$ cat config.mk
export PLATFORM = sky130hd
export DESIGN_NAME = format_spec_parser_flat
export DESIGN_NICKNAME = d
export VERILOG_FILES = /design/src/rtl/fsp_pkg.sv /design/src/rtl/fsp_if.sv /design/src/rtl/fsp_step.sv /design/src/rtl/format_spec_parser.sv /design/src/flat_wrapper.sv
export SDC_FILE = /design/constraint.sdc
export NUM_CORES = 1
export LEC_CHECK = 0
export BUFFER_PORTS_ARGS = -buffer_cell sky130_fd_sc_hd__buf_2
export CORE_MARGIN = 4
export CORE_UTILIZATION = 45
export CTS_CLUSTER_DIAMETER = 200
export DETAILED_ROUTE_END_ITERATION = 10
export GPL_TIMING_DRIVEN = 0
export PLACE_DENSITY = 0.74
export SETUP_SLACK_MARGIN = 0.2
export SYNTH_ARGS = -nofsm -noshare
export SYNTH_HDL_FRONTEND = slang
export SYNTH_SLANG_ARGS = --single-unit
$ cat constraint.sdc
create_clock -name clk -period 10.85 [get_ports clk]
set_input_delay 2.17 -clock clk [delete_from_list [all_inputs] [get_ports clk]]
set_output_delay 2.17 -clock clk [all_outputs]
set_load 0.03 [all_outputs]
$ cat src/rtl/fsp_pkg.sv
// Shared constants and types for the format spec parser.
// No dependencies; used by fsp_step and the top level.
`default_nettype none

package fsp_pkg;

  localparam int VALUE_BITS_DEF = 31;

  // Parse phases
  localparam logic [2:0] PH_FLAGS = 3'd0;
  localparam logic [2:0] PH_WIDTH = 3'd1;
  localparam logic [2:0] PH_WDIG  = 3'd2;
  localparam logic [2:0] PH_PREC  = 3'd3;
  localparam logic [2:0] PH_PDIG  = 3'd4;
  localparam logic [2:0] PH_AFTER = 3'd5;
  localparam logic [2:0] PH_LEN   = 3'd6;

  // Flag bit positions
  localparam int FB_ALT   = 0;
  localparam int FB_ZERO  = 1;
  localparam int FB_LEFT  = 2;
  localparam int FB_PLUS  = 3;
  localparam int FB_SPACE = 4;

  // Length codes
  localparam logic [2:0] LEN_NONE = 3'd0;
  localparam logic [2:0] LEN_HH   = 3'd1;
  localparam logic [2:0] LEN_H    = 3'd2;
  localparam logic [2:0] LEN_LL   = 3'd3;
  localparam logic [2:0] LEN_L    = 3'd4;
  localparam logic [2:0] LEN_J    = 3'd5;
  localparam logic [2:0] LEN_Z    = 3'd6;
  localparam logic [2:0] LEN_BIGL = 3'd7;

  // Pending single length letter
  localparam logic [1:0] PEND_NONE = 2'd0;
  localparam logic [1:0] PEND_H    = 2'd1;
  localparam logic [1:0] PEND_L    = 2'd2;

  // Characters
  localparam logic [7:0] CH_HASH  = 8'h23;
  localparam logic [7:0] CH_ZERO  = 8'h30;
  localparam logic [7:0] CH_ONE   = 8'h31;
  localparam logic [7:0] CH_NINE  = 8'h39;
  localparam logic [7:0] CH_MINUS = 8'h2D;
  localparam logic [7:0] CH_PLUS  = 8'h2B;
  localparam logic [7:0] CH_SPACE = 8'h20;
  localparam logic [7:0] CH_STAR  = 8'h2A;
  localparam logic [7:0] CH_DOT   = 8'h2E;
  localparam logic [7:0] CH_H     = 8'h68;
  localparam logic [7:0] CH_L     = 8'h6C;
  localparam logic [7:0] CH_J     = 8'h6A;
  localparam logic [7:0] CH_Z     = 8'h7A;
  localparam logic [7:0] CH_BIGL  = 8'h4C;

  // Narrow parse state (value registers travel separately, width set by parameter)
  typedef struct packed {
    logic [2:0] phase;
    logic [4:0] flags;
    logic [2:0] length;
    logic [1:0] pending;
  } fsp_ctl_t;

  // One parsed spec
  typedef struct packed {
    logic [7:0]         conversion_char;
    logic               flag_alt;
    logic               flag_zero;
    logic               flag_left;
    logic               flag_plus;
    logic               flag_space;
    logic [30:0]        field_width;
    logic signed [31:0] precision;
    logic [2:0]         length_code;
  } fsp_result_t;

  localparam fsp_ctl_t CTL_RESET = '{phase: PH_FLAGS, flags: 5'd0,
                                     length: LEN_NONE, pending: PEND_NONE};

endpackage

`default_nettype wire

$ cat src/rtl/fsp_if.sv
// Valid/ready channel interfaces for spec characters and parsed specs.
// Standalone; no package dependency.
`default_nettype none

interface fsp_in_if;
  logic               valid;
  logic               ready;
  logic [7:0]         character;
  logic signed [31:0] star_value;

  modport source (output valid, output character, output star_value, input ready);
  modport sink   (input valid, input character, input star_value, output ready);
endinterface

interface fsp_out_if;
  logic               valid;
  logic               ready;
  logic [7:0]         conversion_char;
  logic               flag_alt;
  logic               flag_zero;
  logic               flag_left;
  logic               flag_plus;
  logic               flag_space;
  logic [30:0]        field_width;
  logic signed [31:0] precision;
  logic [2:0]         length_code;

  modport source (output valid, output conversion_char, output flag_alt,
                  output flag_zero, output flag_left, output flag_plus,
                  output flag_space, output field_width, output precision,
                  output length_code, input ready);
  modport sink   (input valid, input conversion_char, input flag_alt,
                  input flag_zero, input flag_left, input flag_plus,
                  input flag_space, input field_width, input precision,
                  input length_code, output ready);
endinterface

`default_nettype wire

$ cat src/rtl/fsp_step.sv
// Next-state and result logic for one spec character.
// Depends on fsp_pkg.
`default_nettype none

module fsp_step
  import fsp_pkg::*;
#(
  parameter int VALUE_BITS = VALUE_BITS_DEF
) (
  input  wire logic [7:0]            character,
  input  wire logic signed [31:0]    star_value,
  input  wire fsp_ctl_t              ctl,
  input  wire logic [VALUE_BITS-1:0] wv,
  input  wire logic [VALUE_BITS-1:0] pm,
  input  wire logic                  pn,
  output fsp_ctl_t                   ctl_nxt,
  output logic [VALUE_BITS-1:0]      wv_nxt,
  output logic [VALUE_BITS-1:0]      pm_nxt,
  output logic                       pn_nxt,
  output logic                       emit,
  output fsp_result_t                res
);

  localparam logic [VALUE_BITS-1:0] MAXV  = {VALUE_BITS{1'b1}};
  localparam logic [31:0]           MAX32 = 32'(MAXV);

  // Saturating v*10+d
  function automatic logic [VALUE_BITS-1:0] dec_acc(input logic [VALUE_BITS-1:0] v,
                                                    input logic [3:0] d);
    logic [VALUE_BITS+3:0] ext;
    logic [VALUE_BITS+3:0] r;
    ext = (VALUE_BITS+4)'(v);
    r   = (ext << 3) + (ext << 1) + (VALUE_BITS+4)'(d);
    return (r > (VALUE_BITS+4)'(MAXV)) ? MAXV : r[VALUE_BITS-1:0];
  endfunction

  logic                  is_dig;
  logic [3:0]            dval;
  logic                  s_neg;
  logic [31:0]           s_mag;
  logic [VALUE_BITS-1:0] s_sat;
  logic [VALUE_BITS-1:0] w_acc;
  logic [VALUE_BITS-1:0] p_acc;
  logic [VALUE_BITS-1:0] p_cur;

  logic [2:0]            ph;
  logic [4:0]            fl;
  logic [2:0]            lv;
  logic [1:0]            pl;
  logic [VALUE_BITS-1:0] w;
  logic [VALUE_BITS-1:0] p;
  logic                  pneg;
  logic                  done;

  assign is_dig = (character >= CH_ZERO) && (character <= CH_NINE);
  assign dval   = character[3:0];
  assign s_neg  = star_value[31];
  assign s_mag  = s_neg ? (~star_value + 32'd1) : star_value;
  assign s_sat  = (s_mag > MAX32) ? MAXV : s_mag[VALUE_BITS-1:0];
  assign w_acc  = dec_acc(wv, dval);
  assign p_cur  = pn ? '0 : pm;
  assign p_acc  = dec_acc(p_cur, dval);

  always_comb begin
    ph   = ctl.phase;
    fl   = ctl.flags;
    lv   = ctl.length;
    pl   = ctl.pending;
    w    = wv;
    p    = pm;
    pneg = pn;
    done = 1'b0;
    emit = 1'b0;

    if (ph == PH_FLAGS) begin
      priority if (character == CH_HASH) begin
        fl[FB_ALT] = 1'b1;
        done = 1'b1;
      end else if (character == CH_ZERO) begin
        fl[FB_ZERO] = 1'b1;
        done = 1'b1;
      end else if (character == CH_MINUS) begin
        fl[FB_LEFT] = 1'b1;
        done = 1'b1;
      end else if (character == CH_PLUS) begin
        fl[FB_PLUS] = 1'b1;
        done = 1'b1;
      end else if (character == CH_SPACE) begin
        fl[FB_SPACE] = 1'b1;
        done = 1'b1;
      end else begin
        if (fl[FB_LEFT]) fl[FB_ZERO] = 1'b0;
        if (fl[FB_PLUS]) fl[FB_SPACE] = 1'b0;
        ph = PH_WIDTH;
      end
    end

    if (!done && ph == PH_WIDTH) begin
      priority if (character >= CH_ONE && character <= CH_NINE) begin
        w    = VALUE_BITS'(dval);
        ph   = PH_WDIG;
        done = 1'b1;
      end else if (character == CH_STAR) begin
        if (s_neg) fl[FB_LEFT] = 1'b1;
        w    = s_sat;
        ph   = PH_AFTER;
        done = 1'b1;
      end else begin
        ph = PH_AFTER;
      end
    end

    if (!done && ph == PH_WDIG) begin
      if (is_dig) begin
        w    = w_acc;
        done = 1'b1;
      end else begin
        ph = PH_AFTER;
      end
    end

    if (!done && ph == PH_PREC) begin
      priority if (character == CH_STAR) begin
        // star zero reads as explicit zero, negative star as none
        if (star_value == 32'sd0) begin
          pneg = 1'b1;
          p    = '0;
        end else if (s_neg) begin
          pneg = 1'b0;
          p    = '0;
        end else begin
          pneg = 1'b0;
          p    = s_sat;
        end
        ph   = PH_AFTER;
        done = 1'b1;
      end else if (is_dig) begin
        ph = PH_PDIG;
      end else begin
        ph = PH_AFTER;
      end
    end

    if (!done && ph == PH_PDIG) begin
      if (is_dig) begin
        pneg = (p_acc == '0);
        p    = p_acc;
        done = 1'b1;
      end else begin
        ph = PH_AFTER;
      end
    end

    if (!done && ph == PH_AFTER) begin
      if (character == CH_DOT) begin
        pneg = 1'b1;
        p    = '0;
        ph   = PH_PREC;
        done = 1'b1;
      end else begin
        ph = PH_LEN;
      end
    end

    if (!done && ph == PH_LEN) begin
      done = 1'b1;
      priority if (character == CH_H) begin
        if (pl == PEND_H) begin
          lv = LEN_HH;
          pl = PEND_NONE;
        end else begin
          lv = LEN_H;
          pl = PEND_H;
        end
      end else if (character == CH_L) begin
        if (pl == PEND_L) begin
          lv = LEN_LL;
          pl = PEND_NONE;
        end else begin
          lv = LEN_L;
          pl = PEND_L;
        end
      end else if (character == CH_J) begin
        lv = LEN_J;
        pl = PEND_NONE;
      end else if (character == CH_Z) begin
        lv = LEN_Z;
        pl = PEND_NONE;
      end else if (character == CH_BIGL) begin
        lv = LEN_BIGL;
        pl = PEND_NONE;
      end else begin
        done = 1'b0;
      end
    end

    emit = !done;

    res.conversion_char = character;
    res.flag_alt        = fl[FB_ALT];
    res.flag_zero       = fl[FB_ZERO];
    res.flag_left       = fl[FB_LEFT];
    res.flag_plus       = fl[FB_PLUS];
    res.flag_space      = fl[FB_SPACE];
    res.field_width     = 31'(w);
    res.precision       = pneg ? '1 : 32'(p);
    res.length_code     = lv;

    if (emit) begin
      ctl_nxt = CTL_RESET;
      wv_nxt  = '0;
      pm_nxt  = '0;
      pn_nxt  = 1'b0;
    end else begin
      ctl_nxt.phase   = ph;
      ctl_nxt.flags   = fl;
      ctl_nxt.length  = lv;
      ctl_nxt.pending = pl;
      wv_nxt          = w;
      pm_nxt          = p;
      pn_nxt          = pneg;
    end
  end

endmodule

`default_nettype wire

$ cat src/rtl/format_spec_parser.sv
// A terminator waits in the input register while the previous spec is still unread.
// Throughput: otherwise one character per cycle; the per-character parse step is one
//   combinational pass between the input register and the parse/result registers.
// A finished spec waits in the result register while the next characters are taken.
// Reset (rst_n low, synchronous): both channels empty, parser in the flags phase.
`default_nettype none

module format_spec_parser
  import fsp_pkg::*;
#(
  parameter int VALUE_BITS = VALUE_BITS_DEF
) (
  input wire logic  clk,
  input wire logic  rst_n,
  fsp_in_if.sink    in_req,
  fsp_out_if.source out_rsp
);

  // Input register: one spec character and its star argument
  logic               in_v_r;
  logic [7:0]         in_char_r;
  logic signed [31:0] in_star_r;

  // Parse state. Precision is kept as a magnitude plus an "explicit zero" bit
  // so the value registers stay VALUE_BITS wide.
  fsp_ctl_t              ctl_r;
  logic [VALUE_BITS-1:0] wv_r;
  logic [VALUE_BITS-1:0] pm_r;
  logic                  pn_r;

  // Result register
  logic        out_v_r;
  fsp_result_t out_r;

  // Step outputs
  fsp_ctl_t              ctl_nxt;
  logic [VALUE_BITS-1:0] wv_nxt;
  logic [VALUE_BITS-1:0] pm_nxt;
  logic                  pn_nxt;
  logic                  emit;
  fsp_result_t           res;

  logic adv;
  logic in_fire;

  fsp_step #(
    .VALUE_BITS(VALUE_BITS)
  ) u_step (
    .character (in_char_r),
    .star_value(in_star_r),
    .ctl       (ctl_r),
    .wv        (wv_r),
    .pm        (pm_r),
    .pn        (pn_r),
    .ctl_nxt   (ctl_nxt),
    .wv_nxt    (wv_nxt),
    .pm_nxt    (pm_nxt),
    .pn_nxt    (pn_nxt),
    .emit      (emit),
    .res       (res)
  );

  // The held character steps unless it ends a spec while the previous spec
  // still sits unread in the result register. Characters that end nothing
  // always step, so a stalled sink only blocks at a terminator.
  assign adv     = in_v_r && !(emit && out_v_r && !out_rsp.ready);
  assign in_fire = in_req.valid && in_req.ready;

  assign in_req.ready = !in_v_r || adv;

  always_ff @(posedge clk) begin
    if (!rst_n) begin
      in_v_r  <= 1'b0;
      out_v_r <= 1'b0;
      ctl_r   <= CTL_RESET;
      wv_r    <= '0;
      pm_r    <= '0;
      pn_r    <= 1'b0;
    end else begin
      if (in_fire) begin
        in_v_r <= 1'b1;
      end else if (adv) begin
        in_v_r <= 1'b0;
      end

      if (adv) begin
        ctl_r <= ctl_nxt;
        wv_r  <= wv_nxt;
        pm_r  <= pm_nxt;
        pn_r  <= pn_nxt;
      end

      if (adv && emit) begin
        out_v_r <= 1'b1;
      end else if (out_rsp.ready) begin
        out_v_r <= 1'b0;
      end
    end
  end

  // Payload registers, no reset
  always_ff @(posedge clk) begin
    if (in_fire) begin
      in_char_r <= in_req.character;
      in_star_r <= in_req.star_value;
    end
    if (adv && emit) begin
      out_r <= res;
    end
  end

  assign out_rsp.valid           = out_v_r;
  assign out_rsp.conversion_char = out_r.conversion_char;
  assign out_rsp.flag_alt        = out_r.flag_alt;
  assign out_rsp.flag_zero       = out_r.flag_zero;
  assign out_rsp.flag_left       = out_r.flag_left;
  assign out_rsp.flag_plus       = out_r.flag_plus;
  assign out_rsp.flag_space      = out_r.flag_space;
  assign out_rsp.field_width     = out_r.field_width;
  assign out_rsp.precision       = out_r.precision;
  assign out_rsp.length_code     = out_r.length_code;

endmodule

`default_nettype wire

$ cat src/flat_wrapper.sv
// flat-port wrapper written by rule: the top's interface ports become plain ports
module format_spec_parser_flat import fsp_pkg::*;
#(
  parameter int VALUE_BITS = VALUE_BITS_DEF
)
  (clk, rst_n, in_req_valid, in_req_character, in_req_star_value, in_req_ready, out_rsp_valid, out_rsp_conversion_char, out_rsp_flag_alt, out_rsp_flag_zero, out_rsp_flag_left, out_rsp_flag_plus, out_rsp_flag_space, out_rsp_field_width, out_rsp_precision, out_rsp_length_code, out_rsp_ready);
  fsp_in_if in_req_i ();
  fsp_out_if out_rsp_i ();
  input wire logic clk;
  input wire logic rst_n;
  input wire logic [$bits(in_req_i.valid)-1:0] in_req_valid;
  input wire logic [$bits(in_req_i.character)-1:0] in_req_character;
  input wire logic [$bits(in_req_i.star_value)-1:0] in_req_star_value;
  output wire logic [$bits(in_req_i.ready)-1:0] in_req_ready;
  output wire logic [$bits(out_rsp_i.valid)-1:0] out_rsp_valid;
  output wire logic [$bits(out_rsp_i.conversion_char)-1:0] out_rsp_conversion_char;
  output wire logic [$bits(out_rsp_i.flag_alt)-1:0] out_rsp_flag_alt;
  output wire logic [$bits(out_rsp_i.flag_zero)-1:0] out_rsp_flag_zero;
  output wire logic [$bits(out_rsp_i.flag_left)-1:0] out_rsp_flag_left;
  output wire logic [$bits(out_rsp_i.flag_plus)-1:0] out_rsp_flag_plus;
  output wire logic [$bits(out_rsp_i.flag_space)-1:0] out_rsp_flag_space;
  output wire logic [$bits(out_rsp_i.field_width)-1:0] out_rsp_field_width;
  output wire logic [$bits(out_rsp_i.precision)-1:0] out_rsp_precision;
  output wire logic [$bits(out_rsp_i.length_code)-1:0] out_rsp_length_code;
  input wire logic [$bits(out_rsp_i.ready)-1:0] out_rsp_ready;
  assign in_req_i.valid = in_req_valid;
  assign in_req_i.character = in_req_character;
  assign in_req_i.star_value = in_req_star_value;
  assign in_req_ready = in_req_i.ready;
  assign out_rsp_valid = out_rsp_i.valid;
  assign out_rsp_conversion_char = out_rsp_i.conversion_char;
  assign out_rsp_flag_alt = out_rsp_i.flag_alt;
  assign out_rsp_flag_zero = out_rsp_i.flag_zero;
  assign out_rsp_flag_left = out_rsp_i.flag_left;
  assign out_rsp_flag_plus = out_rsp_i.flag_plus;
  assign out_rsp_flag_space = out_rsp_i.flag_space;
  assign out_rsp_field_width = out_rsp_i.field_width;
  assign out_rsp_precision = out_rsp_i.precision;
  assign out_rsp_length_code = out_rsp_i.length_code;
  assign out_rsp_i.ready = out_rsp_ready;
  format_spec_parser #(.VALUE_BITS(VALUE_BITS)) u_core (.clk(clk), .rst_n(rst_n), .in_req(in_req_i), .out_rsp(out_rsp_i));
endmodule
**Word level (Yosys, flattened, before mapping)**

Index checks and enable logic that the tools add are counted.
W data, S select, Z words.

- Equal/unequal tests: 22
- Bitwise gates (word level): 1
- Muxes and demuxes: 109
- Magnitude comparators: 6
- Reductions and logical operators: 30
- $add $sub $neg: 5

Operators with widths:

| operator | number |
|---|---|
| $mux W31 | 19 |
| $add A34 B32 Y35 | 2 |
| $add A35 B4 Y35 | 2 |
| $gt A35 B31 Y1 const B | 2 |
| $mux W3 | 23 |
| $mux W32 | 2 |
| $eq A8 B6 Y1 const B | 7 |
| $mux W1 | 53 |
| $eq A8 B7 Y1 const B | 5 |
| $add A32 B1 Y32 const B | 1 |
| $gt A32 B31 Y1 const B | 1 |
| $logic_not A32 Y1 | 1 |
| $not A32 Y32 | 1 |
| $logic_not A31 Y1 | 1 |
| $mux W2 | 9 |
| $ge A8 B6 Y1 const B | 2 |
| $logic_and A1 B1 Y1 | 13 |
| $mux W13 | 1 |
| $logic_not A1 Y1 | 10 |
| $eq A3 B3 Y1 const B | 3 |
| $le A8 B6 Y1 const B | 1 |
| $eq A3 B2 Y1 const B | 2 |
| $ne A6 B1 Y1 const B | 1 |
| $mux W5 | 1 |
| other kinds (9) | 10 |

- Input port bits: 44
- Word-level logic and storage cells: 194
- Output and inout port bits: 81
- Register bits: 197

**Longest topological paths before layout**

- Depth in word-level cells: 33
- Gate-level depth with buffers: 19
- Mapped depth without buffers: 16

**Cells and area by module**

From an unflattened synthesis, not the netlist that was laid out.

- Cell total of the unflattened synthesis: 1,697
- Area total of the unflattened synthesis: 15,028.2 um^2

By module, submodules not included:

| module | cells an instance | times used | area each (um^2) | sequential area each (um^2) |
|---|---|---|---|---|
| fsp_step | 1,237 | 1 | 8,339.2 | 0.0 |
| format_spec_parser | 460 | 1 | 6,688.9 | 5,134.9 |

**Worst setup path after synthesis**

OpenSTA, ideal clock, no wires.

- Path kind: input port to flip-flop
- From: input port out_rsp_ready
- To: register u_core.out_r, in the netlist u_core.out_rsp.conversion_char[0] (enable)
- Path buffers: 0
- Required time: 10,333 ps
- Cell stages on the path: 3
- Arrival time: 5,667 ps
- Library setup time: 517 ps
- Path slack: 4,666 ps
- Cells stage by stage: nand2b_1 > nand2_1 > nor2_1

- Word-level cells in the longest chain between the ends: 5

RTL lines:

| item | line | RTL |
|---|---|---|
| start, declared | flat_wrapper.sv:25 | `input wire logic [$bits(out_rsp_i.ready)-1:0] out_rsp_ready;` |
| $logic_not A1 Y1 | format_spec_parser.sv:66 | `assign adv = in_v_r && !(emit && out_v_r && !out_rsp.ready);` |
| $logic_and A1 B1 Y1 | format_spec_parser.sv:66 |  |
| $logic_not A1 Y1 | format_spec_parser.sv:66 |  |
| $logic_and A1 B1 Y1 | format_spec_parser.sv:66 |  |
| $logic_and A1 B1 Y1 | format_spec_parser.sv:107 | `if (adv && emit) begin` |
| end signal, assigned | format_spec_parser.sv:108 | `out_r <= res;` |
| end, declared | format_spec_parser.sv:33 | `fsp_result_t out_r;` |

No other way between the ends.
A chain may end at the register's enable or synchronous reset.

**Worst setup path after layout**

- From: register u_core.in_char_r[2]
- To: output port in_req_ready

- Word-level cells in the longest chain between the ends: 31
- Elaborated cells on any way between the ends: 81
- Classes of those cells: order compare (3); eq/ne (18); mux (40); reduce/logical (20)

RTL lines:

| item | line | RTL |
|---|---|---|
| start, declared | format_spec_parser.sv:21 | `logic [7:0] in_char_r;` |
| start signal, assigned | format_spec_parser.sv:104 | `in_char_r <= in_req.character;` |
| $eq A8 B6 Y1 | fsp_step.sv:88 | `end else if (character == CH_SPACE) begin` |
| $mux W3 or $mux W1 (tied branches) | fsp_step.sv:88 |  |
| $mux W3 or $mux W1 (tied branches) | fsp_step.sv:85 | `end else if (character == CH_PLUS) begin` |
| $mux W3 or $mux W1 (tied branches) | fsp_step.sv:82 | `end else if (character == CH_MINUS) begin` |
| $mux W3 or $mux W1 (tied branches) | fsp_step.sv:79 | `end else if (character == CH_ZERO) begin` |
| $mux W3 or $mux W1 (tied branches) | fsp_step.sv:76 | `priority if (character == CH_HASH) begin` |
| $mux W3 or $mux W1 (tied branches) | fsp_step.sv:75 | `if (ph == PH_FLAGS) begin` |
| $eq A3 B1 Y1, or another cell as far along | fsp_step.sv:98 | `if (!done && ph == PH_WIDTH) begin` |
| (+14 left out) | -- |  |
| $eq A3 B3 Y1 or $logic_not A1 Y1 (tied branches) | fsp_step.sv:165 | `if (!done && ph == PH_LEN) begin` |
| $logic_and A1 B1 Y1 | fsp_step.sv:165 |  |
| $mux W1 * | fsp_step.sv:165 |  |
| $logic_not A1 Y1 * | fsp_step.sv:197 | `emit = !done;` |
| $logic_and A1 B1 Y1 * (2 in a row) | format_spec_parser.sv:66 |  |
| $logic_not A1 Y1 * | format_spec_parser.sv:66 |  |
| $logic_and A1 B1 Y1 * | format_spec_parser.sv:66 |  |
| $logic_or A1 B1 Y1 * | format_spec_parser.sv:69 | `assign in_req.ready = !in_v_r \|\| adv;` |
| end, declared | flat_wrapper.sv:14 | `output wire logic [$bits(in_req_i.ready)-1:0] in_req_ready;` |

Every way passes the cells marked *; elsewhere a longest branch is shown, timed or not.

==> metrics <==
Skew-Pair Late Insertion Delay 0.46 ns; PostCTS Resize Cnt 0; Min Hold Slack 0.480 ns; Worst R2R Setup Slack ~5.4 ns; Post-Synthesis Mean Instance Area 9.04 um^2; routed len/inst 20.1 um; clock skew after layout 0.0136 ns; proportion of layout cells with a drive suffix above 1 13.8%; non-filler cells, final 2103; flip-flop cell with the highest count after synthesis edfxtp_1; number of search-and-repair iterations in the first detailed-routing pass 5; DIE HEIGHT roughly 180 um; total number of placement rows 64; NumNets Final 1865; most frequent cell after synthesis nand2_1; Hold Crit Depth 2; initial standard-cell utilization of the core 45.6%; area share of the largest cell type after synthesis 25.5%; number of instances in the synthesized netlist 1548; period utilization roughly 59%; number of design-rule violations left by the first detailed-router iteration 1448; estimated wirelength of the detail-placed design 32500 um; pins over their slew limit 0; total clock buffers created by CTS 17; horizontal die dimension 184 um; wire length reported by the detailed router 42200 um; R2R cell count 15; actual transition at the worst max-transition pin 0.917 ns; Clock Sink Count 197; distinct cell type count after synthesis 94; class of the tightest hold or removal check flop to flop; total DRC errors in the routed layout 0; clock input transition at the sequential cells of the worst setup and hold paths roughly 0.08 ns; maximum number of pins on one net before global-route repair 36; Routed Antenna Nets 0; number of levels in the clock H-tree 4; timing-limited maximum frequency roughly 0.16 GHz; combined area of all synthesized cells 14000 um^2; Root Driver clkbuf_16; PD cells about 100 nW/um^2; sequential area share after synthesis 36.7%; gp weighted congestion 0.941; number of ports placed on the die boundary 125; Commonest cells post-synth nand2_1, a21oi_1, ha_1; Pleak 6.82 nW; n_diodes 0; global-route wire length before repair about 66000 um; Data arrival, critical path ~4.2 ns; largest area contributor in the synthesized netlist edfxtp_1; Setup TNS Final 0 ns; peak ir drop on the vdd network 0.113 mV; status completed; vias per inst 6.22; Area Overhead vs Synth 12.7%; synthesized net count 1719; Placed Instance Area about 15000 um^2; critical path startpoint category flop; largest fanout on the critical path 10; Critical Path Sink Type output pin; minimum period implied by the final worst setup slack between 6 and 7 ns; share of flip-flops with an asynchronous set or reset after synthesis 0%; Floorplan Core Area a little over 30000 um^2; CP Data Required Time 8.68 ns; CTS tree yes; endpoints failing hold 0; number of vias in the routed layout 13100; number of synthesis warnings 0; top area cells in the synthesized netlist edfxtp_1, dfxtp_1, ha_1; setup violators final 0; tightest slew margin relative to the limit 38.7%; flop and latch count out of synthesis 197; placed cell count a little over 2000; final global-route overflow total 0; post-CTS setup buffer count 0; Max clock buf depth 2; number of antenna violations at the first check in global routing 0; via count of the first global-routing pass 12300; count of buffers from port buffering 124; GRT Resource Usage Total 24.5%; final instance area 15800 um^2; number of max-cap violations 0; number of synthesized flops with an enable pin approximately 120; Critical Setup Path Class flop to output pin; count of hold buffers inserted by post-cts repair 0; Die Footprint 34000 um^2; RSZ-0062 raised after global routing no
critical path, cell delays in order (launching register included):
cell and delay (ns):
edfxtp_1 0.59, nand2b_1 0.27, nor3b_1 0.76, a31oi_1 0.19, o31ai_1 0.58, or3b_1 0.21, o22a_1 0.25, nor2_1 0.11
nor2b_1 0.36, nand3_1 0.18, buf_2 0.23
cell usage in the layout (no fill, tap or decap), drive strengths merged, types with 15 or more instances in the layout:
master | Yosys | final
xnor2 | 40 | 40
nor2b | 44 | 44
inv | 36 | 44
buf | 28 | 155
a21o | 16 | 16
and2 | 21 | 21
ha | 123 | 123
o31ai | 45 | 45
a31oi | 16 | 16
nand3 | 28 | 28
a21oi | 126 | 126
a221o | 15 | 15
nand2b | 19 | 19
nor4 | 15 | 15
clkbuf | 52 | 69
and3 | 19 | 19
o21ai | 106 | 106
a22oi | 31 | 31
nand2 | 178 | 178
nor3 | 21 | 21
a22o | 16 | 16
nor2 | 115 | 115
edfxtp | 119 | 119
xor2 | 28 | 28
o21a | 15 | 15
dfxtp | 78 | 78
through the flow:
stage | setup WS [ns] | utilization, % | total power [W]
finish | 4.47 | 51.4 | 0.00158
detailed placement | 5.08 | 49.5 | 0.000956
global placement | 2.57 | 49.3 | 0.000955
CTS | 4.57 | 51.4 | 0.00159
floorplan | 4.67 | - | 0.000911
global route | 4.29 | 51.4 | 0.00163
state kept, by name, summed over array words and instances, names as in the netlist, 3 cells and up:
signal                          cells
u_core.out_rsp.length_code          3
u_core.in_star_r                   32
u_core.wv_r                        31
u_core.out_rsp.field_width         31
u_core.ctl_r                       13
u_core.pm_r                        31
u_core.out_rsp.conversion_char      8
u_core.in_char_r                    8
u_core.out_rsp.precision           32
worst paths after layout:
kind                             from                           end
hold reg to reg       u_core.pm_r[11]               u_core.pm_r[11]
setup / recovery  u_core.in_char_r[2]                  in_req_ready
setup reg to reg  u_core.in_char_r[3]  u_core.out_rsp.precision[30]
hold / removal        u_core.pm_r[11]               u_core.pm_r[11]
area by class of cell:
| type | instances | area (um^2) |
|---|---|---|
| Multi-Input combinational cell | 1235 | 8380 |
| Clock buffer | 17 | 425 |
| Clock inverter | 15 | 159 |
| Sequential cell | 197 | 5130 |
| Inverter | 36 | 135 |
| Tap cell | 396 | 495 |
| Timing Repair Buffer | 127 | 681 |
| Buffer | 80 | 362 |
| Fill cell | 2824 | 14900 |
routing by layer:
metal | vias up | track usage (%) | share of wire (%)
met5 | - | 0 | 0
li1 | 6117 | - | -
met1 | 6226 | 34.8 | 43
met2 | 660 | 38.0 | 44
met4 | 0 | 6.63 | 2.3
met3 | 74 | 5.33 | 10
power by group:
part           internal [W]  switching, W
Combinational     0.0000355     0.0000778
Clock              0.000308      0.000333
Sequential         0.000810     0.0000185
Total               0.00115      0.000430
cells by family after synthesis:
| family | after synthesis | synth area share (%) |
|---|---|---|
| compound gates | 496 | 23.9 |
| xor+xnor | 68 | 4.26 |
| fa+ha+maj | 127 | 11.6 |
| buf+inv | 116 | 3.55 |
| flops | 197 | 36.7 |
| mux | 6 | 0.456 |
| simple gates | 538 | 19.6 |
(Power assumes the default switching activity.)
